### src/hw/rtl/trading_signal_decider_macros.svh
// assertion helpers for tsd_back, sampled on i_clk and muted in reset
`ifndef TRADING_SIGNAL_DECIDER_MACROS_SVH
`define TRADING_SIGNAL_DECIDER_MACROS_SVH

// same-cycle implication
`define TSD_ASSERT_NOW(lbl, ante, cons) \
    lbl: assert property (@(posedge i_clk) disable iff (!i_rst_n) (ante) |-> (cons)) \
        else $error("tsd assertion failed");

// next-cycle implication
`define TSD_ASSERT_NEXT(lbl, ante, cons) \
    lbl: assert property (@(posedge i_clk) disable iff (!i_rst_n) (ante) |=> (cons)) \
        else $error("tsd assertion failed");

`endif

### src/hw/rtl/tsd_pkg.sv
package tsd_pkg;

    localparam int unsigned PRICE_W     = 16;
    localparam int unsigned ORD_W       = 64;
    localparam int unsigned CFG_IDX_W   = 3;
    localparam int unsigned CFG_DATA_W  = 64;
    localparam int unsigned IN_TDATA_W  = 56;
    localparam int unsigned OUT_TDATA_W = 72;

    // splitmix64 constants
    localparam logic [63:0] GOLDEN_STEP = 64'h9e3779b97f4a7c15;
    localparam logic [63:0] MIX_MUL_A   = 64'hbf58476d1ce4e5b9;
    localparam logic [63:0] MIX_MUL_B   = 64'h94d049bb133111eb;
    localparam int unsigned MIX_SHIFT_A = 30;
    localparam int unsigned MIX_SHIFT_B = 27;
    localparam int unsigned MIX_SHIFT_C = 31;

    // configuration register indexes
    localparam logic [CFG_IDX_W-1:0] REG_AGENT_MODE      = 3'd0;
    localparam logic [CFG_IDX_W-1:0] REG_REFERENCE_PRICE = 3'd1;
    localparam logic [CFG_IDX_W-1:0] REG_THRESHOLD_UNITS = 3'd2;
    localparam logic [CFG_IDX_W-1:0] REG_BASE_SEED       = 3'd3;
    localparam logic [CFG_IDX_W-1:0] REG_AGENT_NUMBER    = 3'd4;

    typedef enum logic [2:0] {
        MODE_NOISE     = 3'd0,
        MODE_MOMENTUM  = 3'd1,
        MODE_MEAN_REV  = 3'd2,
        MODE_INFORMED  = 3'd3,
        MODE_LIQ_TAKER = 3'd4
    } t_mode;

    localparam logic SIDE_BUY  = 1'b0;
    localparam logic SIDE_SELL = 1'b1;

    // one decided tick on its way from front to back
    typedef struct packed {
        logic             draw;     // side comes from a random draw
        logic             side;     // fixed side when no draw
        logic [ORD_W-1:0] ordinal;
    } t_cmd;

endpackage

### src/hw/rtl/trading_signal_decider.sv
// trading signal decider: takes one decision tick per input beat (optional last trade,
// best bid and best ask) and, under the configured agent mode, may choose a buy or sell
// side; an output beat carries the side and the running tick ordinal and only appears
// when a side was chosen. the front classifies a tick in the cycle it is accepted and
// counts every tick; it takes a beat every cycle while the queue (QUEUE_DEPTH entries)
// has room and stalls the input only when that queue is full. a tick with a fixed side
// goes from the head of the queue into the output register once the back end is idle
// and that register is free; a tick that needs a random draw (noise, liquidity taker)
// is popped into the splitmix64 mixer and reaches the output register once the mixer is
// done; the mixer walks its two 64-bit multiplies through a single 32x32 multiplier,
// three partial products each, and the back end takes no new tick until the draw is in
// the output register. a full output register holds the back end until the beat is taken.
// after reset, and after any write to the seed or agent number register, the back end
// reseeds the random state through the same mixer before its next tick; input beats are
// still taken meanwhile and their results follow once the seed is ready. configuration
// must be written only while no tick is in flight; the block itself does not enforce it.
module trading_signal_decider #(
    parameter int unsigned QUEUE_DEPTH = 4
) (
    input  logic                            i_clk,
    input  logic                            i_rst_n,
    // configuration write port, index 0 mode, 1 reference, 2 threshold, 3 seed, 4 agent
    input  logic                            i_cfg_we,
    input  logic [tsd_pkg::CFG_IDX_W-1:0]   i_cfg_index,
    input  logic [tsd_pkg::CFG_DATA_W-1:0]  i_cfg_data,
    // decision tick in
    input  logic                            s_axis_tvalid,
    output logic                            s_axis_tready,
    // has_last_trade, last_trade[15:0], has_bid, bid_price[15:0], has_ask, ask_price[15:0],
    // zero pad
    input  logic [tsd_pkg::IN_TDATA_W-1:0]  s_axis_tdata,
    // order decision out
    output logic                            m_axis_tvalid,
    input  logic                            m_axis_tready,
    // order_side (0 buy, 1 sell), tick_ordinal[63:0], zero pad
    output logic [tsd_pkg::OUT_TDATA_W-1:0] m_axis_tdata
);
    import tsd_pkg::*;

    logic q_full;
    logic q_push;
    t_cmd q_in_cmd;
    logic q_valid;
    t_cmd q_out_cmd;
    logic q_pop;

    // front: config for the rules, tick counter, classification
    tsd_front u_front (
        .i_clk       (i_clk),
        .i_rst_n     (i_rst_n),
        .i_cfg_we    (i_cfg_we),
        .i_cfg_index (i_cfg_index),
        .i_cfg_data  (i_cfg_data),
        .i_valid     (s_axis_tvalid),
        .o_ready     (s_axis_tready),
        .i_tdata     (s_axis_tdata),
        .i_q_full    (q_full),
        .o_push      (q_push),
        .o_cmd       (q_in_cmd)
    );

    // decoupling queue between classification and the draw engine
    tsd_queue #(
        .DEPTH (QUEUE_DEPTH)
    ) u_queue (
        .i_clk   (i_clk),
        .i_rst_n (i_rst_n),
        .i_push  (q_push),
        .i_cmd   (q_in_cmd),
        .o_full  (q_full),
        .o_valid (q_valid),
        .o_cmd   (q_out_cmd),
        .i_pop   (q_pop)
    );

    // back: random state, seeding, draws and the output register
    tsd_back u_back (
        .i_clk       (i_clk),
        .i_rst_n     (i_rst_n),
        .i_cfg_we    (i_cfg_we),
        .i_cfg_index (i_cfg_index),
        .i_cfg_data  (i_cfg_data),
        .i_q_valid   (q_valid),
        .i_q_cmd     (q_out_cmd),
        .o_pop       (q_pop),
        .o_m_tvalid  (m_axis_tvalid),
        .i_m_tready  (m_axis_tready),
        .o_m_tdata   (m_axis_tdata)
    );

endmodule

### src/hw/rtl/tsd_front.sv
module tsd_front (
    input  logic                          i_clk,
    input  logic                          i_rst_n,
    input  logic                          i_cfg_we,
    input  logic [tsd_pkg::CFG_IDX_W-1:0] i_cfg_index,
    input  logic [tsd_pkg::CFG_DATA_W-1:0] i_cfg_data,
    input  logic                          i_valid,
    output logic                          o_ready,
    input  logic [tsd_pkg::IN_TDATA_W-1:0] i_tdata,
    input  logic                          i_q_full,
    output logic                          o_push,
    output tsd_pkg::t_cmd                 o_cmd
);
    import tsd_pkg::*;

    t_mode                r_mode;
    logic [PRICE_W-1:0]   r_ref;
    logic [PRICE_W-1:0]   r_thr;
    logic [ORD_W-1:0]     r_count;
    logic [ORD_W-1:0]     n_count;

    logic                 has_last, has_bid, has_ask;
    logic [PRICE_W-1:0]   last_px, bid_px, ask_px;
    logic [PRICE_W:0]     ref_plus_thr, last_plus_thr, bid_plus_thr;
    logic                 chosen, draw, side, accept;

    assign has_last = i_tdata[0];
    assign last_px  = i_tdata[16:1];
    assign has_bid  = i_tdata[17];
    assign bid_px   = i_tdata[33:18];
    assign has_ask  = i_tdata[34];
    assign ask_px   = i_tdata[50:35];

    // one bit wider so the sums cannot wrap
    assign ref_plus_thr  = {1'b0, r_ref} + {1'b0, r_thr};
    assign last_plus_thr = {1'b0, last_px} + {1'b0, r_thr};
    assign bid_plus_thr  = {1'b0, bid_px} + {1'b0, r_thr};

    always_comb begin
        chosen = 1'b0;
        draw   = 1'b0;
        side   = SIDE_BUY;
        unique case (r_mode)
            MODE_NOISE: begin
                chosen = 1'b1;
                draw   = 1'b1;
            end
            MODE_MOMENTUM: begin
                if (has_last) begin
                    if ({1'b0, last_px} >= ref_plus_thr) begin
                        chosen = 1'b1;
                        side   = SIDE_BUY;
                    end else if (last_plus_thr <= {1'b0, r_ref}) begin
                        chosen = 1'b1;
                        side   = SIDE_SELL;
                    end
                end
            end
            MODE_MEAN_REV: begin
                if (has_bid && has_ask) begin
                    if ({1'b0, ask_px} >= ref_plus_thr) begin
                        chosen = 1'b1;
                        side   = SIDE_SELL;
                    end else if (bid_plus_thr <= {1'b0, r_ref}) begin
                        chosen = 1'b1;
                        side   = SIDE_BUY;
                    end
                end
            end
            MODE_INFORMED: begin
                if (has_ask && (ask_px < r_ref)) begin
                    chosen = 1'b1;
                    side   = SIDE_BUY;
                end else if (has_bid && (bid_px > r_ref)) begin
                    chosen = 1'b1;
                    side   = SIDE_SELL;
                end
            end
            MODE_LIQ_TAKER: begin
                // spread within threshold, a crossed book counts as within
                if (has_bid && has_ask && ({1'b0, ask_px} <= bid_plus_thr)) begin
                    chosen = 1'b1;
                    draw   = 1'b1;
                end
            end
            default: begin
                chosen = 1'b0;
            end
        endcase
    end

    assign o_ready       = !i_q_full;
    assign accept        = i_valid && o_ready;
    assign n_count       = r_count + ORD_W'(1);
    assign o_push        = accept && chosen;
    assign o_cmd.draw    = draw;
    assign o_cmd.side    = side;
    assign o_cmd.ordinal = n_count;

    always_ff @(posedge i_clk) begin
        if (!i_rst_n) begin
            r_mode  <= MODE_NOISE;
            r_ref   <= '0;
            r_thr   <= PRICE_W'(1);
            r_count <= '0;
        end else begin
            if (i_cfg_we) begin
                if (i_cfg_index == REG_AGENT_MODE) begin
                    r_mode <= t_mode'(i_cfg_data[2:0]);
                end
                if (i_cfg_index == REG_REFERENCE_PRICE) begin
                    r_ref <= i_cfg_data[PRICE_W-1:0];
                end
                if (i_cfg_index == REG_THRESHOLD_UNITS) begin
                    r_thr <= i_cfg_data[PRICE_W-1:0];
                end
            end
            if (accept) begin
                r_count <= n_count;
            end
        end
    end

endmodule

### src/hw/rtl/tsd_queue.sv
module tsd_queue #(
    parameter int unsigned DEPTH = 4
) (
    input  logic          i_clk,
    input  logic          i_rst_n,
    input  logic          i_push,
    input  tsd_pkg::t_cmd i_cmd,
    output logic          o_full,
    output logic          o_valid,
    output tsd_pkg::t_cmd o_cmd,
    input  logic          i_pop
);
    import tsd_pkg::*;

    localparam int unsigned PTR_W = (DEPTH > 1) ? $clog2(DEPTH) : 1;
    localparam int unsigned CNT_W = $clog2(DEPTH + 1);

    t_cmd             r_mem [DEPTH];
    logic [PTR_W-1:0] r_wr_ptr, r_rd_ptr;
    logic [CNT_W-1:0] r_count;
    logic             do_push, do_pop;

    assign o_full  = (r_count == CNT_W'(DEPTH));
    assign o_valid = (r_count != '0);
    assign o_cmd   = r_mem[r_rd_ptr];
    assign do_push = i_push && !o_full;
    assign do_pop  = i_pop && o_valid;

    always_ff @(posedge i_clk) begin
        if (do_push) begin
            r_mem[r_wr_ptr] <= i_cmd;
        end
    end

    always_ff @(posedge i_clk) begin
        if (!i_rst_n) begin
            r_wr_ptr <= '0;
            r_rd_ptr <= '0;
            r_count  <= '0;
        end else begin
            if (do_push) begin
                r_wr_ptr <= (r_wr_ptr == PTR_W'(DEPTH - 1)) ? '0 : r_wr_ptr + PTR_W'(1);
            end
            if (do_pop) begin
                r_rd_ptr <= (r_rd_ptr == PTR_W'(DEPTH - 1)) ? '0 : r_rd_ptr + PTR_W'(1);
            end
            unique case ({do_push, do_pop})
                2'b10:   r_count <= r_count + CNT_W'(1);
                2'b01:   r_count <= r_count - CNT_W'(1);
                default: r_count <= r_count;
            endcase
        end
    end

endmodule

### src/hw/rtl/tsd_mix.sv
module tsd_mix (
    input  logic        i_clk,
    input  logic        i_rst_n,
    input  logic        i_start,
    input  logic [63:0] i_value,
    output logic        o_done,
    output logic [63:0] o_result
);
    import tsd_pkg::*;

    // each 64-bit multiply takes three passes of one 32x32 multiplier:
    // low x low, high x low, low x high
    typedef enum logic [2:0] {
        M_IDLE, M_A0, M_A1, M_A2, M_B0, M_B1, M_B2
    } t_mstep;

    t_mstep      r_step;
    logic [63:0] r_x;
    logic [63:0] r_p0;
    logic [31:0] r_cross;
    logic [63:0] r_res;
    logic        r_done;

    logic [63:0] konst;
    logic [31:0] mul_a, mul_b;
    logic [63:0] mul_p;
    logic [31:0] cross_sum;
    logic [63:0] prod;
    logic [63:0] seeded;

    always_comb begin
        konst = ((r_step == M_B0) || (r_step == M_B1) || (r_step == M_B2)) ? MIX_MUL_B
                                                                          : MIX_MUL_A;
        mul_a = ((r_step == M_A1) || (r_step == M_B1)) ? r_x[63:32] : r_x[31:0];
        mul_b = ((r_step == M_A2) || (r_step == M_B2)) ? konst[63:32] : konst[31:0];
    end

    assign mul_p     = {32'b0, mul_a} * {32'b0, mul_b};
    assign cross_sum = r_cross + mul_p[31:0];
    assign prod      = r_p0 + {cross_sum, 32'b0};
    assign seeded    = i_value + GOLDEN_STEP;

    always_ff @(posedge i_clk) begin
        if (!i_rst_n) begin
            r_step <= M_IDLE;
            r_done <= 1'b0;
        end else begin
            r_done <= 1'b0;
            unique case (r_step)
                M_IDLE: begin
                    if (i_start) begin
                        r_x    <= seeded ^ (seeded >> MIX_SHIFT_A);
                        r_step <= M_A0;
                    end
                end
                M_A0: begin
                    r_p0   <= mul_p;
                    r_step <= M_A1;
                end
                M_A1: begin
                    r_cross <= mul_p[31:0];
                    r_step  <= M_A2;
                end
                M_A2: begin
                    r_x    <= prod ^ (prod >> MIX_SHIFT_B);
                    r_step <= M_B0;
                end
                M_B0: begin
                    r_p0   <= mul_p;
                    r_step <= M_B1;
                end
                M_B1: begin
                    r_cross <= mul_p[31:0];
                    r_step  <= M_B2;
                end
                M_B2: begin
                    r_res  <= prod ^ (prod >> MIX_SHIFT_C);
                    r_done <= 1'b1;
                    r_step <= M_IDLE;
                end
                default: begin
                    r_step <= M_IDLE;
                end
            endcase
        end
    end

    assign o_done   = r_done;
    assign o_result = r_res;

endmodule

### src/hw/rtl/tsd_back.sv
`include "trading_signal_decider_macros.svh"

module tsd_back (
    input  logic                           i_clk,
    input  logic                           i_rst_n,
    input  logic                           i_cfg_we,
    input  logic [tsd_pkg::CFG_IDX_W-1:0]  i_cfg_index,
    input  logic [tsd_pkg::CFG_DATA_W-1:0] i_cfg_data,
    input  logic                           i_q_valid,
    input  tsd_pkg::t_cmd                  i_q_cmd,
    output logic                           o_pop,
    output logic                           o_m_tvalid,
    input  logic                           i_m_tready,
    output logic [tsd_pkg::OUT_TDATA_W-1:0] o_m_tdata
);
    import tsd_pkg::*;

    typedef enum logic [1:0] {
        S_IDLE, S_SEED, S_DRAW, S_HOLD
    } t_state;

    t_state           r_state;
    logic [63:0]      r_seed;
    logic [63:0]      r_agent;
    logic [63:0]      r_rs;
    logic             r_seed_pend;
    logic [ORD_W-1:0] r_ord;
    logic             r_side;
    logic             r_out_valid;
    logic             r_out_side;
    logic [ORD_W-1:0] r_out_ord;

    logic             out_free;
    logic             out_load;
    logic             seed_write;
    logic             mix_start;
    logic [63:0]      mix_value;
    logic [63:0]      draw_state;
    logic             mix_done;
    logic [63:0]      mix_result;

    assign out_free   = !r_out_valid || i_m_tready;
    assign seed_write = i_cfg_we &&
                        ((i_cfg_index == REG_BASE_SEED) || (i_cfg_index == REG_AGENT_NUMBER));
    assign draw_state = r_rs + GOLDEN_STEP;
    assign mix_start  = (r_state == S_IDLE) && (r_seed_pend || (i_q_valid && i_q_cmd.draw));
    assign mix_value  = r_seed_pend ? (r_seed ^ r_agent) : draw_state;
    assign o_pop      = (r_state == S_IDLE) && !r_seed_pend && i_q_valid &&
                        (i_q_cmd.draw || out_free);
    // output register takes a new beat this cycle
    assign out_load   = ((r_state == S_IDLE) && !r_seed_pend && i_q_valid &&
                         !i_q_cmd.draw && out_free) ||
                        ((r_state == S_DRAW) && mix_done && out_free) ||
                        ((r_state == S_HOLD) && out_free);

    tsd_mix u_mix (
        .i_clk    (i_clk),
        .i_rst_n  (i_rst_n),
        .i_start  (mix_start),
        .i_value  (mix_value),
        .o_done   (mix_done),
        .o_result (mix_result)
    );

    always_ff @(posedge i_clk) begin
        if (!i_rst_n) begin
            r_state     <= S_IDLE;
            r_seed      <= '0;
            r_agent     <= '0;
            r_seed_pend <= 1'b1;
            r_out_valid <= 1'b0;
        end else begin
            if (out_load) begin
                r_out_valid <= 1'b1;
            end else if (r_out_valid && i_m_tready) begin
                r_out_valid <= 1'b0;
            end
            // a fresh seed write always wins over the clear
            if (seed_write) begin
                r_seed_pend <= 1'b1;
            end else if ((r_state == S_IDLE) && r_seed_pend) begin
                r_seed_pend <= 1'b0;
            end
            if (i_cfg_we && (i_cfg_index == REG_BASE_SEED)) begin
                r_seed <= i_cfg_data;
            end
            if (i_cfg_we && (i_cfg_index == REG_AGENT_NUMBER)) begin
                r_agent <= i_cfg_data;
            end
            unique case (r_state)
                S_IDLE: begin
                    priority if (r_seed_pend) begin
                        r_state <= S_SEED;
                    end else if (i_q_valid && i_q_cmd.draw) begin
                        r_rs    <= draw_state;
                        r_ord   <= i_q_cmd.ordinal;
                        r_state <= S_DRAW;
                    end else if (i_q_valid && out_free) begin
                        r_out_side <= i_q_cmd.side;
                        r_out_ord  <= i_q_cmd.ordinal;
                    end else begin
                        r_state <= S_IDLE;
                    end
                end
                S_SEED: begin
                    if (mix_done) begin
                        r_rs    <= mix_result;
                        r_state <= S_IDLE;
                    end
                end
                S_DRAW: begin
                    if (mix_done) begin
                        if (out_free) begin
                            r_out_side <= mix_result[0];
                            r_out_ord  <= r_ord;
                            r_state    <= S_IDLE;
                        end else begin
                            r_side  <= mix_result[0];
                            r_state <= S_HOLD;
                        end
                    end
                end
                S_HOLD: begin
                    if (out_free) begin
                        r_out_side <= r_side;
                        r_out_ord  <= r_ord;
                        r_state    <= S_IDLE;
                    end
                end
                default: begin
                    r_state <= S_IDLE;
                end
            endcase
        end
    end

    assign o_m_tvalid = r_out_valid;
    assign o_m_tdata  = {(OUT_TDATA_W - ORD_W - 1)'(0), r_out_ord, r_out_side};

    `TSD_ASSERT_NOW(a_done_while_busy, mix_done, (r_state == S_SEED) || (r_state == S_DRAW))
    `TSD_ASSERT_NEXT(a_state_held, (r_state == S_DRAW) || (r_state == S_HOLD), $stable(r_rs))
    `TSD_ASSERT_NEXT(a_draw_pop, o_pop && i_q_cmd.draw, r_state == S_DRAW)

endmodule
### config.mk
export PLATFORM = sky130hd
export DESIGN_NAME = trading_signal_decider
export DESIGN_NICKNAME = d
export VERILOG_FILES = /design/src/hw/rtl/tsd_pkg.sv /design/src/hw/rtl/trading_signal_decider.sv /design/src/hw/rtl/tsd_front.sv /design/src/hw/rtl/tsd_queue.sv /design/src/hw/rtl/tsd_mix.sv /design/src/hw/rtl/tsd_back.sv
export VERILOG_INCLUDE_DIRS = /design/src /design/src/hw/rtl
export SDC_FILE = /design/constraint.sdc
export NUM_CORES = 2
export LEC_CHECK = 0
export ABC_AREA = 1
export CAP_MARGIN = 5
export CELL_PAD_IN_SITES_DETAIL_PLACEMENT = 0
export CELL_PAD_IN_SITES_GLOBAL_PLACEMENT = 1
export CORE_MARGIN = 2
export CORE_UTILIZATION = 56
export CTS_BUF_LIST = sky130_fd_sc_hd__clkbuf_8
export DETAILED_ROUTE_END_ITERATION = 10
export DONT_BUFFER_PORTS = 1
export GPL_TIMING_DRIVEN = 0
export PLACE_DENSITY_LB_ADDON = 0.1
export SLEW_MARGIN = 20
export SYNTH_ARGS = -nofsm -noshare
export SYNTH_HDL_FRONTEND = slang
export SYNTH_SLANG_ARGS = --single-unit
### constraint.sdc
create_clock -name i_clk -period 25.5 [get_ports i_clk]
set_input_delay 1.275 -clock i_clk [delete_from_list [all_inputs] [get_ports i_clk]]
set_output_delay 1.275 -clock i_clk [all_outputs]
set_load 0.05 [all_outputs]
# Word level (Yosys, flattened, before mapping)
# Memory sizes are Yosys's and may differ from the RTL's. A register that Yosys moved wholly into a read port is not among the register bits.
# Index checks and enable logic that the tools add are counted.
# totals
romBits	0
out_inout_bits	74
ram_bits	264
latchBits	0
reg_bits	660
mem_count	1
elab_cells	207
# memory_table
name	depth	word_bits	rd	rd_ports_with_merged_regs	wr	line_no	source
u_queue.r_mem	4	66	1	1	1	tsd_queue.sv:18	t_cmd r_mem [DEPTH];
# classes
bitwise	7
eq_ne	32
multipliers	1
order_cmp	7
reduce_logical	64
n_shift	0
add_sub_neg	12
muxes	60
div	0
# op_table
op	n
64-bit two-way mux	10
64-bit case mux with 2 select lines	2
64-bit case mux with 3 select lines	1
64-bit adder (second input constant)	2
64-bit by 1-bit adder with 64-bit output (second input constant)	1
64-bit adder	1
32-bit by 32-bit multiplier with 64-bit output	1
32-bit two-way mux	2
64-bit by 33-bit bitwise XOR with 64-bit output	1
64-bit by 34-bit bitwise XOR with 64-bit output	1
64-bit by 37-bit bitwise XOR with 64-bit output	1
64-bit bitwise XOR	1
62-bit two-way mux	1
16-bit by 16-bit adder with 17-bit output	3
16-bit by 17-bit >= comparator with 1-bit output	2
17-bit by 16-bit <= comparator with 1-bit output	2
32-bit adder	1
1-bit two-way mux	25
1-bit logical AND	24
2-bit two-way mux	11
3-bit by 2-bit equality test with 1-bit output (second input constant)	6
3-bit equality test (second input constant)	6
3-bit case mux with 6 select lines	1
16-bit by 17-bit <= comparator with 1-bit output	1
31 further kinds	76

# Depth between registers and ports, before layout
# logic_depth
ltp_word	10
mapped_depth	58
mapped_depth_nobuf	56

# Cells and area by module
# Synthesis repeated with hierarchy kept, for this count alone.
# hier_totals
cells_unflattened	9565
area_unflattened_um2	83152.2
# by_module_without_submodules
mod	instances	cells_per_inst	area_each_um2
tsd_mix	1	5072	44930.6
tsd_back	1	2220	16937.5
tsd_queue	1	708	10872.9
tsd_front	1	1565	10411.2

# Worst setup path after synthesis
# Ideal clock, no wire load.
# synth_path
path_kind	register -> register
start	register u_back.u_mix.r_step[1]
end	register u_back.u_mix.r_x[36] (data pin)
period_less_slack_ns	10.477
slack_ns	15.023
stages_incl_launch_ff	52
setup_time_ns	0.267
arrival_time_ns	10.210
path_cell_list	dfxtp_1 -> inv_1 -> nor2_1 -> nand2_1 -> nand2_1 -> clkbuf_1 -> nand2_1 -> o21ai_1 -> inv_1 -> clkbuf_1 -> nor2_1 -> inv_1 -> fa_1 -> inv_1 -> fa_1 -> inv_1 -> fa_1 -> fa_1 -> (+16 left out) -> nand2_1 -> a221oi_1 -> o21ai_1 -> xor2_1 -> ha_1 -> nand2_1 -> nor4_1 -> nand2_1 -> o2111a_1 -> nand2_1 -> nand2_1 -> o211ai_1 -> xor2_1 -> nand2_1 -> nand2_1 -> nand2_1 -> nand3_1 -> o21ai_0
# synth_via
elab_chain_len	10
word_cells_on_any_way	18
# synth_lines
item	line_no	source
start: declaration	tsd_mix.sv:17	t_mstep r_step;
start signal: assignment	tsd_mix.sv:45	r_step <= M_IDLE;
start signal: assignment	tsd_mix.sv:53	r_step <= M_A0;
start signal: assignment	tsd_mix.sv:58	r_step <= M_A1;
3-bit equality test (on tied branches)	tsd_mix.sv:32, tsd_mix.sv:34	
1-bit logical OR (2 in series)	tsd_mix.sv:32	konst = ((r_step == M_B0) || (r_step == M_B1) || (r_step == M_B2)) ? MIX_MUL_B
62-bit two-way mux	tsd_mix.sv:32	
32-bit two-way mux	tsd_mix.sv:35	mul_b = ((r_step == M_A2) || (r_step == M_B2)) ? konst[63:32] : konst[31:0];
32-bit by 32-bit multiplier with 64-bit output *	tsd_mix.sv:38	assign mul_p = {32'b0, mul_a} * {32'b0, mul_b};
named net u_back.u_mix.mul_p[23]	tsd_mix.sv:26	logic [63:0] mul_p;
32-bit adder *	tsd_mix.sv:39	assign cross_sum = r_cross + mul_p[31:0];
64-bit adder *	tsd_mix.sv:40	assign prod = r_p0 + {cross_sum, 32'b0};
named net u_back.u_mix.prod[63]	tsd_mix.sv:28	logic [63:0] prod;
64-bit by 37-bit bitwise XOR with 64-bit output *	tsd_mix.sv:65	r_x <= prod ^ (prod >> MIX_SHIFT_B);
64-bit case mux with 2 select lines *	tsd_mix.sv:49	unique case (r_step)
end signal: assignment	tsd_mix.sv:52	r_x <= seeded ^ (seeded >> MIX_SHIFT_A);
end signal: assignment	tsd_mix.sv:65	
end: declaration	tsd_mix.sv:18	logic [63:0] r_x;
# The timed path passes the listed nets; every way through them passes the cells marked *.
# A chain may end at the register's enable or synchronous reset.

# Worst setup path after layout
# Same ends and word-level chain as after synthesis.

==> impl_metrics.yaml <==
outcome:
  status: "complete, no violations"
critical_path:
  critPathMaxStageDelay_ps: 740
  crit_path_frequent_cell: "nand2_1"
  required_ps: 26050
  worst_path_max_delay_cell: "xnor2_1"
  cp_max_fo: 12
  worstSetupEndpointType: "register"
  cp-start-kind: "register"
  critPathKind: "register to register"
  worstPathArrival_ps: 15250
die:
  die_y_microns: 386
  coreArea_sq_mm: 0.145
  die_w_microns: 386
  num_rows: 140
  start_util_pct: 56.3
  io-pin-count: 202
  die-area_sq_mm: 0.149
timing:
  slew_viol_final: 0
  finalSetupViolCount: 0
  tightestPinTransition_ps: 1190
  period_share_pct: 57.6
  relSlewSlack_pct: 20.5
  max_freq_mhz: 68.0
  min_period_ps: 14700
  clock_skew_ps: 61.9
  hold_violations: 0
  final.setup.tns_ps: 0
  rsz0062_at_grt: "false"
yosys:
  synth_seq_cells: 926
  synth_area_leaders: "edfxtp_1 25%, fa_1 20%, ha_1 8.5%"
  ys_types: 67
  synth_edf_count: 682
  synthCells: 9483
  synth_area_per_cell_sq_um: 8.64
  seq_area_frac_synth_pct: 31.0
  synth-main-ff-cell: "edfxtp_1"
  synth_area_sq_mm: 0.0819
  synth_warnings: 0
  synth_top_area_cell: "edfxtp_1"
  postSynth.asyncResetShare_pct: 0
  synth_top_area_share_pct: 25.0
final_layout:
  fillers: 12900
  multi_input_area_sq_mm: 0.0494
  areaGrowthSynthToFinish_pct: 7.97
  fin_nets: 11200
  regMostFlops: "u_queue.r_mem"
  fin_area_sq_mm: 0.0884
  largest_register_ffs: 264
  drive_gt1_share_pct: 6.02
  regArea_sq_mm: 0.0254
drt:
  finalWirelength_microns: 293000
  dr.first_iter.drc_count: 7861
  via_count: 68500
  antenna_left: 0
  first_pass_iters: 7
  drc: 0
  avgRoutedWirePerCell_microns: 24.9
  avgViaCountPerCell: 5.84
global_route:
  grt_max_degree: 29
  grt_pass1_vias: 67300
  grt_pass1_wl_microns: 430000
  grt_overflow: 0
  antenna_found_initial: 10
  grt.total_usage_pct: 39.1
run:
  timing.max_cap.violations: 0
placed_design:
  gp_congestion: 1.04
  numPortBuffers: 0
  dpl_cell_area_sq_mm: 0.0850
  dp.final_hpwl_microns: 246000
cts:
  clock_sinks: 926
  worstSkewPairLatency_ps: 930
  cts_setup_buffers: 0
  clockBufferDepth: 3
  cts_resized: 0
  htree_levels: 4
  numCtsBuffers: 159
  cts_tree: "done"
  cts.clk_slew.worst_paths_ps: 60
  cts-root-buf: "clkbuf_8"
  holdBufCountCts: 0
min_path:
  holdCritPathClass: "register to register"
[cell usage in the layout (no fill, tap or decap), types with 220 or more instances in the layout]
cell type and count:
o21ai_0 505, dfxtp_1 244, xor2_1 268, nand3_1 383, nand2_1 1640, edfxtp_1 682
ha_1 557, nor2_1 1162, inv_1 1628, a21oi_1 436, fa_1 838, clkbuf_1 220
[per-stage QoR]
stage               cells  utilization (%)  hold slack [ps]  setup slack, ps
finish              11700             60.8              456            10800
global route        11700             60.8              471            10300
CTS                 11700             60.8              435            11300
detailed placement  11400             58.5              447            11390
global placement    11400             58.0              442            11120
floorplan            9489                -              432            15020
[cell usage after synthesis, types with 11 or more instances]
| cell type | instances |
|---|---|
| a21o_1 | 15 |
| o22ai_1 | 67 |
| nand2_2 | 67 |
| edfxtp_1 | 682 |
| a31oi_1 | 89 |
| nor2_4 | 13 |
| nand4_1 | 57 |
| fa_1 | 838 |
| o21bai_1 | 22 |
| a21oi_1 | 437 |
| o21ai_0 | 512 |
| nand3_1 | 383 |
| inv_1 | 1587 |
| xnor2_1 | 104 |
| nand3_2 | 13 |
| dfxtp_1 | 244 |
| inv_2 | 36 |
| xor2_1 | 268 |
| buf_2 | 18 |
| nor2_1 | 1170 |
| o21a_1 | 11 |
| or2_2 | 64 |
| nor2_2 | 45 |
| clkbuf_1 | 227 |
| a21boi_0 | 11 |
| nand3b_1 | 21 |
| nor4_1 | 25 |
| ha_1 | 557 |
| nand2_1 | 1640 |
| o21ai_1 | 50 |
| nor3_1 | 68 |
| buf_4 | 17 |
[cells by family (layout without fill, tap and decap cells)]
family	after synthesis	in the layout	share of synthesized area (%)
DFF	926	926	31.0
AOI/OAI and AO/OA	1289	1289	8.63
adders and majority gates	1395	1395	29.0
other	1	18	0.00458
and+or+nand+nor	3597	3597	18.5
buffers and inverters	1896	2222	8.81
xor gates and xnor gates	378	378	4.10
muxes	1	1	0.0122
[final cells by class]
cell class | instances | share of cell area (%)
Timing Repair Buffer | 34 | 0.693
Inverter | 1626 | 6.91
Sequential cell | 926 | 28.7
Multi-Input combinational cell | 6667 | 55.9
Clock inverter | 126 | 1.22
Clock buffer | 166 | 2.58
Buffer | 270 | 1.26
Tap cell | 1917 | 2.71
Antenna cell | 11 | 0.0311
[critical path: cells and delay by family, from the launching register on]
family,cells,cell delay [ps]
fa+ha+maj,11,5340
compound gates,6,1450
buf+inv,11,2220
xor+xnor,3,1140
flops,1,420
simple gates,20,3720
[worst paths after layout]
check / from / end / slack, ps / cells after the start
setup / recovery: u_back.u_mix.r_step[1]$_SDFFE_PN0P_ / u_back.u_mix.r_x[36]$_DFFE_PP_ / 10800 / 51
hold / removal: u_back.r_seed[48]$_SDFFE_PN0P_ / u_back.r_seed[48]$_SDFFE_PN0P_ / 460 / 2
setup reg to reg: u_back.u_mix.r_step[1]$_SDFFE_PN0P_ / u_back.u_mix.r_x[36]$_DFFE_PP_ / 10800 / 51
hold reg to reg: u_back.r_seed[48]$_SDFFE_PN0P_ / u_back.r_seed[48]$_SDFFE_PN0P_ / 460 / 2
[per-layer routing]
layer | share of wire, % | global-route usage, %
met2 | 43 | 58.5
met5 | 0.013 | 0
met4 | 4.3 | 15.1
met3 | 12 | 9.99
met1 | 41 | 54.5
Power is left out: the tool's default activity adds up to more than one toggle a clock period on the data nets, which glitch-free logic cannot reach.
